**config.mk**
```make
export PLATFORM = sky130hd
export DESIGN_NAME = fpe_front
export DESIGN_NICKNAME = d
export VERILOG_FILES = /design/src/fpe_pkg.sv /design/src/fpe_front.sv
export SDC_FILE = /design/constraint.sdc
export NUM_CORES = 1
export LEC_CHECK = 0
export BUFFER_PORTS_ARGS = -buffer_cell sky130_fd_sc_hd__buf_2
export CORE_UTILIZATION = 35
export DETAILED_ROUTE_END_ITERATION = 16
export PLACE_DENSITY = 0.62
export SLEW_MARGIN = 20
export SYNTH_ARGS = -nofsm -noshare
export SYNTH_HDL_FRONTEND = slang
export SYNTH_SLANG_ARGS = --single-unit
```
**constraint.sdc**
```tcl
create_clock -name clock -period 24.7 [get_ports clock]
set_clock_uncertainty 0.2 [all_clocks]
set_input_delay 4.94 -clock clock [delete_from_list [all_inputs] [get_ports clock]]
set_output_delay 4.94 -clock clock [all_outputs]
set_load 0.02 [all_outputs]
```
**src/fpe_pkg.sv**
```systemverilog
// ----------------------------------------------------------------------------
// fpe_pkg : shared types and constants for the field-to-power envelope
// Payload structs for the request and response channels, register indexes
// and the table of whole-number exponentials.
// ----------------------------------------------------------------------------
package fpe_pkg;

   typedef struct packed {
      logic [4:0]         channel;
      logic signed [31:0] field_sample;
   } req_type;

   typedef struct packed {
      logic [4:0]  out_channel;
      logic [16:0] power;
   } rsp_type;

   typedef enum logic [1:0] {
      REG_OFFSET  = 2'd0,
      REG_GAIN    = 2'd1,
      REG_CEILING = 2'd2,
      REG_ALPHA   = 2'd3
   } reg_index_type;

   localparam logic [16:0] ONE_Q16      = 17'd65536;
   localparam int          EXP_INT_LIM  = 11;
   localparam int          TAYLOR_TERMS = 13;

   // round(e^n * 2^16) for n = 0..10
   function automatic logic [31:0] exp_int_q16(input logic [3:0] n);
      logic [31:0] v;
      begin
         case (n)
            4'd0:    v = 32'd65536;
            4'd1:    v = 32'd178145;
            4'd2:    v = 32'd484249;
            4'd3:    v = 32'd1316326;
            4'd4:    v = 32'd3578144;
            4'd5:    v = 32'd9726405;
            4'd6:    v = 32'd26439109;
            4'd7:    v = 32'd71868951;
            4'd8:    v = 32'd195360063;
            4'd9:    v = 32'd531043708;
            4'd10:   v = 32'd1443526462;
            default: v = 32'd0;
         endcase
         return v;
      end
   endfunction

endpackage

```
**src/fpe_front.sv**
```systemverilog
// ----------------------------------------------------------------------------
// fpe_front : sample classifier
// Takes request transactions, screens out samples that give no activity and
// forms the Q4.16 exponent argument (saturated) for the back end.
// ----------------------------------------------------------------------------
module fpe_front
   import fpe_pkg::*;
(
   input  logic               clock,
   input  logic               reset,
   input  logic               req_valid,
   output logic               req_stall,
   input  req_type            req_data,
   input  logic signed [31:0] cfg_offset,
   input  logic signed [7:0]  cfg_gain,
   input  logic [30:0]        cfg_ceiling,
   output logic               f_valid,
   input  logic               f_stall,
   output logic [4:0]         f_channel,
   output logic               f_zero,
   output logic [19:0]        f_arg
);

   logic        busy_ff, busy_in;
   logic [4:0]  ch_ff, ch_in;
   logic        zero_ff, zero_in;
   logic [19:0] arg_ff, arg_in;

   logic signed [32:0] d;
   logic [9:0]         gain5;
   logic [45:0]        prod;
   logic [43:0]        t;
   logic               take;

   assign req_stall = busy_ff && f_stall;
   assign take      = req_valid && !req_stall;

   // exponent argument: t = floor(d * 5 * gain / 4), clipped at n = 15
   always_comb begin
      d     = 33'(req_data.field_sample) - 33'(cfg_offset);
      gain5 = {1'b0, cfg_gain[6:0], 2'b00} + {3'b000, cfg_gain[6:0]};
      prod  = 46'(d[31:0]) * 46'(gain5);
      t     = prod[45:2];
      zero_in = (req_data.field_sample == 32'sd0) || cfg_gain[7] || (cfg_gain == 8'sd0)
                || (cfg_ceiling <= 31'(ONE_Q16)) || d[32] || (d == 33'sd0);
      arg_in  = (t[43:20] != 24'd0) ? 20'hFFFFF : t[19:0];
      ch_in   = req_data.channel;
      busy_in = take ? 1'b1 : (busy_ff && f_stall);
   end

   always_ff @(posedge clock) begin
      if (reset) begin
         busy_ff <= 1'b0;
      end else begin
         busy_ff <= busy_in;
      end
      if (take) begin
         ch_ff   <= ch_in;
         zero_ff <= zero_in;
         arg_ff  <= arg_in;
      end
   end

   assign f_valid   = busy_ff;
   assign f_channel = ch_ff;
   assign f_zero    = zero_ff;
   assign f_arg     = arg_ff;

endmodule

```
==> results of run 1 <==
per-layer routing:
| metal | part of all wire, % | vias up | wire (um) |
|---|---|---|---|
| met5 | 0.028 | - | 11 |
| met4 | 2.5 | 2 | 986 |
| met2 | 50 | 365 | 19700 |
| met3 | 5.3 | 58 | 2120 |
| li1 | - | 5728 | - |
| met1 | 43 | 6121 | 17000 |
cells in the mapped netlist, types with 36 or more instances:
cell type    n  area share [%]
nor2_1     157             4.3
nand2b_1    36             1.6
a21oi_1     93             3.4
and2_1      37             1.7
xnor2_1     39             2.5
inv_1      258             7.1
clkbuf_1    73             2.0
nand2_1    231             6.3
fa_1       240              35
ha_1       113              10
nor4_1      43             2.0
o21ai_0     49             1.8
cell type report:
cell class | instances | area (um^2) | area share, %
Clock inverter | 1 | 5.00 | 0.0332
Tap cell | 518 | 648 | 4.29
Sequential cell | 27 | 801 | 5.31
Clock buffer | 3 | 75.1 | 0.497
Antenna cell | 1 | 2.50 | 0.0166
Timing Repair Buffer | 162 | 868 | 5.75
Multi-Input combinational cell | 1333 | 11700 | 77.7
Inverter | 259 | 972 | 6.44
layout by cell type (no fill, tap or decap), types with 16 or more instances in the layout:
cell type,n
nor4_1,43
buf_4,23
nand2b_1,36
a21o_1,25
ha_1,113
and2_1,37
nor3_1,27
a21oi_1,93
nand2_1,231
nor2_1,156
edfxtp_1,26
o21ai_0,49
fa_1,239
nand4_1,33
xor2_1,23
o21a_1,16
buf_2,139
xnor2_1,34
inv_1,258
state kept, by name, summed over array words and instances, names as in the netlist:
name / count
f_arg: 20
f_channel: 5
f_valid: 1
f_zero: 1
kinds of logic (layout without fill, tap and decap cells):
group / after synthesis / count (layout)
xor gates and xnor gates: 65 / 65
DFF: 27 / 27
other: 0 / 1
muxes: 7 / 7
buffers and inverters: 341 / 425
AOI/OAI and AO/OA: 280 / 280
adders and majority gates: 353 / 353
and+or+nand+nor: 628 / 628
through the flow:
stage               instance area (um^2)  util, %
detailed placement                 15000     38.8
finish                             15100     39.1
global placement                   15000     38.8
CTS                                15100     39.0
floorplan                          13700        -
global route                       15100     39.0
worst min-delay path, stage by stage, from the launching register on:
cell	delay, ps
dfxtp_1	320
and2_1	170
nor2_1	50
nor2_1	80
worst max-delay path by stage:
stage	from	endpoint	slack (ps)	cells past startpoint
6_report	req_data[0]	f_arg[17]	10580	28
3_3_place_gp	cfg_gain[1]	f_arg[1]	9990	27
2_1_floorplan	cfg_gain[1]	f_arg[0]	11640	33
4_1_cts	req_data[0]	f_arg[13]	10160	30
5_1_grt	req_data[0]	f_arg[2]	9770	30
3_5_place_dp	req_data[0]	f_arg[13]	9960	30
==> summary.txt, run 1 <==
Route
  – Initial DRC count: 786
  – Drt drc: 0
  – Vias: 12300
  – Routed len/inst: 17.3 um
  – Final wirelength: 39800 um
  – First-pass DRT Iterations: 5
  – Final ANT Viol Nets: 0
  – Post-DR vias/cell: 5.33

Placement
  – PortBufs: 139
  – GPL Wtd Cong: 0.919
  – Place WS: 9960 ps
  – Placed Cells incl. Taps: 2298
  – DP HPWL: 33400 um

Worst setup path
  – Most frequent CP cell: fa_1
  – Worst-path cell with the longest stage delay: xnor2_1
  – CP delay by family, top: adder cells
  – Worst stage delay on the critical path: 770 ps
  – Worst endpoint required time: 24490 ps
  – Worst Reg-to-Reg Cells: 3
  – Worst setup EP type: register
  – Critical path startpoint category: input port
  – R2r startpoint: f_valid
  – FF-to-FF setup slack: 23010 ps
  – Worst path bufs/invs: 4
  – Data arrival, critical path: 13910 ps
  – Worst-path fanout max: 20
  – Reg2reg end: f_arg[7]
  – Setup Crit Path Kind: in2reg

STA
  – Setup TNS Final: 0 ps
  – Final hold slack: 454 ps
  – Final Slew Violations: 0
  – Period minus WS final: 14120 ps
  – Finish-stage setup viols: 0
  – Final worst slack: 10580 ps
  – Ratio of final minimum period to clock period: 57.2%
  – Least-Margin Pin Slew: 1140 ps
  – Slew margin rel.: 23.3%
  – Peak Freq: 70.8 MHz
  – Final Hold Viols: 0
  – RSZ-0062 raised after global routing: no

Synthesis
  – Post-synthesis adder-cell area fraction: 45.3%
  – Yosys Warn Count: 0
  – Compound-Gate Fraction of Synth Area: 13.3%
  – Synthesis-stage register bit count: 27
  – Synth Area per Inst: 8.07 um^2
  – Largest family of logic cells by synthesized area: adder cells
  – Synth Flop Type: edfxtp_1
  – Post-synth EDFFs: 26
  – Yosys cell types: 74
  – Post-synthesis sequential area ratio: 5.83%
  – Post-Syn Nets: 2166
  – FFs w/ async S/R, synth: 0%
  – Post-synthesis cell area: 0.0137 mm^2
  – Post-Synth XOR/XNOR Area: 4.15%
  – Post-Synth Simple-Gate Area: 21.4%
  – Post-Syn Instances: 1701
  – Mux contribution to synthesized area: 0.510%

Clock tree
  – CTS Buf Count: 3
  – Hold buffers post-CTS: 0
  – CTS tree: done
  – H-tree depth: 1
  – Clk root buf: clkbuf_16
  – Worst-skew pair later-pin latency: 260 ps
  – Post-CTS Setup Bufs: 0
  – Clock transition at the registers of the reported paths: 70 ps
  – Post-CTS Resized: 0
  – CTS sink cnt: 27
  – Clock buffer depth: 2

GRT
  – Global-route wire length before repair: 65900 um
  – Initial antenna violation count: 2
  – Global routing's busiest layer: met2
  – Tot GR Track Use: 20.8%
  – Largest net degree at the start of global routing: 33
  – Met3 usage: 2.15%
  – Remaining Overflow, GRT: 0
  – GR Util met2: 37.3%
  – GR Util met1: 26.7%
  – Vias in the first global route: 12800

Job
  – MaxCap Viol Count: 0

Layout
  – Fin cells: 2304
  – Final nets: 2251
  – Share of cells above drive strength 1: 11.3%
  – Layout filler cell count: 3951
  – Area Growth Syn to Fin: 9.91%

Die
  – Die width: 200 um
  – # rows: 72
  – Number of I/O pins: 140
  – Initial Util: 35.5%
  – Die ar.: 0.0400 mm^2
  – Die Height: 200 um
  – Core area: 0.0386 mm^2

Run status
  – Status: completed

Worst hold path
  – Hold crit path type: reg2reg
  – Hold path depth: 3
  – Hold path endpoint: f_valid
  – Hold Crit Start: f_valid
Power of run 1 is left out: the tool's default activity adds up to more than one toggle a clock period on the data nets, which glitch-free logic cannot reach.
==> inputs of run 2 (changes only) <==
==> constraint.sdc (replaced) <==
create_clock -name clock -period 13.35 [get_ports clock]
set_clock_uncertainty 0.2 [all_clocks]
set_input_delay 2.67 -clock clock [delete_from_list [all_inputs] [get_ports clock]]
set_output_delay 2.67 -clock clock [all_outputs]
set_load 0.02 [all_outputs]
==> run 2 against run 1 <==
  * Critical path depth stayed put
  * Die area is the same
  * Final cell count increased by 0.13%
  * Via count grew 1.0%
  * Count of clock-buffer cells in the layout is the same
  * Register-to-register slack got worse by 11000 ps
  * Sequential cell count is the same
  * Cell area barely moved
  * Hold slack worse by 22 ps
  * Non-clock buffer count up 4
  * Critical endpoint is now f_arg[4]
  * Highest routed layer is now met4
==> summary.txt, run 2 (synthesis results as in run 1) <==
Worst setup path
  – Worst path bufs/invs: 4
  – R2r startpoint: f_valid
  – Worst setup EP type: register
  – Worst-path cell with the longest stage delay: xnor2_1
  – Worst stage delay on the critical path: 850 ps
  – FF-to-FF setup slack: 11670 ps
  – Critical path startpoint category: input port
  – Worst-path fanout max: 15
  – Setup Crit Path Kind: in2reg
  – Reg2reg end: f_arg[1]
  – Worst endpoint required time: 13160 ps
  – Data arrival, critical path: 11690 ps
  – CP delay by family, top: adder cells
  – Most frequent CP cell: fa_1
  – Worst Reg-to-Reg Cells: 3

Clock tree
  – Post-CTS Setup Bufs: 0
  – CTS tree: done
  – Clock buffer depth: 2
  – Post-CTS Resized: 0
  – Hold buffers post-CTS: 0
  – Clock transition at the registers of the reported paths: 70 ps
  – H-tree depth: 1
  – Worst-skew pair later-pin latency: 260 ps
  – CTS Buf Count: 3
  – CTS sink cnt: 27
  – Clk root buf: clkbuf_16

Run status
  – Status: completed

Layout
  – # diodes: 0
  – Area Growth Syn to Fin: 10.0%
  – Max reg flops: 20
  – Final nets: 2255
  – Most frequent cells in the layout: inv_1, fa_1, nand2_1, nor2_1, buf_2
  – Most common cell after layout, fill and taps aside: inv_1
  – Share of cells above drive strength 1: 11.4%

Die
  – Die Height: 200 um
  – Initial Util: 35.5%
  – # rows: 72
  – Die ar.: 0.0400 mm^2
  – Core area: 0.0386 mm^2
  – Number of I/O pins: 140
  – Die width: 200 um

GRT
  – Tot GR Track Use: 20.6%
  – Initial antenna violation count: 0
  – Largest net degree at the start of global routing: 33
  – Global-route wire length before repair: 65400 um
  – Vias in the first global route: 12900
  – Remaining Overflow, GRT: 0

STA
  – Final Hold Viols: 0
  – Slew margin rel.: 25.0%
  – Final Slew Violations: 0
  – Peak Freq: 84.1 MHz
  – Finish-stage setup viols: 0
  – Period minus WS final: 11890 ps
  – RSZ-0062 raised after global routing: no
  – Ratio of final minimum period to clock period: 89.0%
  – Setup TNS Final: 0 ps
  – Least-Margin Pin Slew: 1110 ps

Route
  – Initial DRC count: 737
  – Post-DR vias/cell: 5.37
  – Drt drc: 0
  – Final ANT Viol Nets: 0
  – Routed len/inst: 17.1 um
  – Final wirelength: 39400 um
  – First-pass DRT Iterations: 6
  – Vias: 12400

Placement
  – GPL Wtd Cong: 0.912
  – PortBufs: 139
  – DP HPWL: 33200 um

Job
  – MaxCap Viol Count: 0

Worst hold path
  – Hold path endpoint: f_valid
  – Hold Crit Start: f_valid
  – Hold crit path type: reg2reg
  – Hold path depth: 3
## run 2: worst max path at each step
stage                     start         to  depth (start not counted)
floorplan           cfg_gain[1]   f_arg[0]                         33
global placement    req_data[0]   f_arg[1]                         27
detailed placement  req_data[0]   f_arg[4]                         27
CTS                 req_data[0]  f_arg[19]                         27
global route        req_data[0]   f_arg[1]                         29
finish              req_data[0]   f_arg[4]                         28
## run 2: metal layers
layer	vias to the layer above	wire [um]	GRT usage, %
met1	6213	16600	26.6
met3	67	1970	1.16
met2	377	19700	37.2
li1	5741	-	-
met4	0	1090	5.68
met5	-	0	0
## run 2: area by class of cell
class / count / area (um^2)
Inverter: 259 / 972
Clock buffer: 3 / 75.1
Tap cell: 518 / 648
Multi-Input combinational cell: 1333 / 11700
Clock inverter: 1 / 5.00
Sequential cell: 27 / 801
Fill cell: 3981 / 23500
Timing Repair Buffer: 166 / 898
## run 2: worst min-delay path, delay by kind of cell (launching register included)
kind | cells | cell delay [ps]
AND/OR/NAND/NOR | 3 | 280
flip-flops | 1 | 320
## run 2: per-stage QoR
stage | hold slack [ps] | util, % | worst slack (ps) | instance area, um^2 | cells
finish | 432 | 39.1 | 1460 | 15100 | 2307
global placement | 401 | 38.8 | 1200 | 15000 | 2302
global route | 494 | 39.1 | 841 | 15100 | 2307
floorplan | 606 | - | 2560 | 13700 | 1701
detailed placement | 427 | 38.8 | 1070 | 15000 | 2302
CTS | 440 | 39.0 | 1270 | 15100 | 2306
Power of run 2 is left out for the same reason.
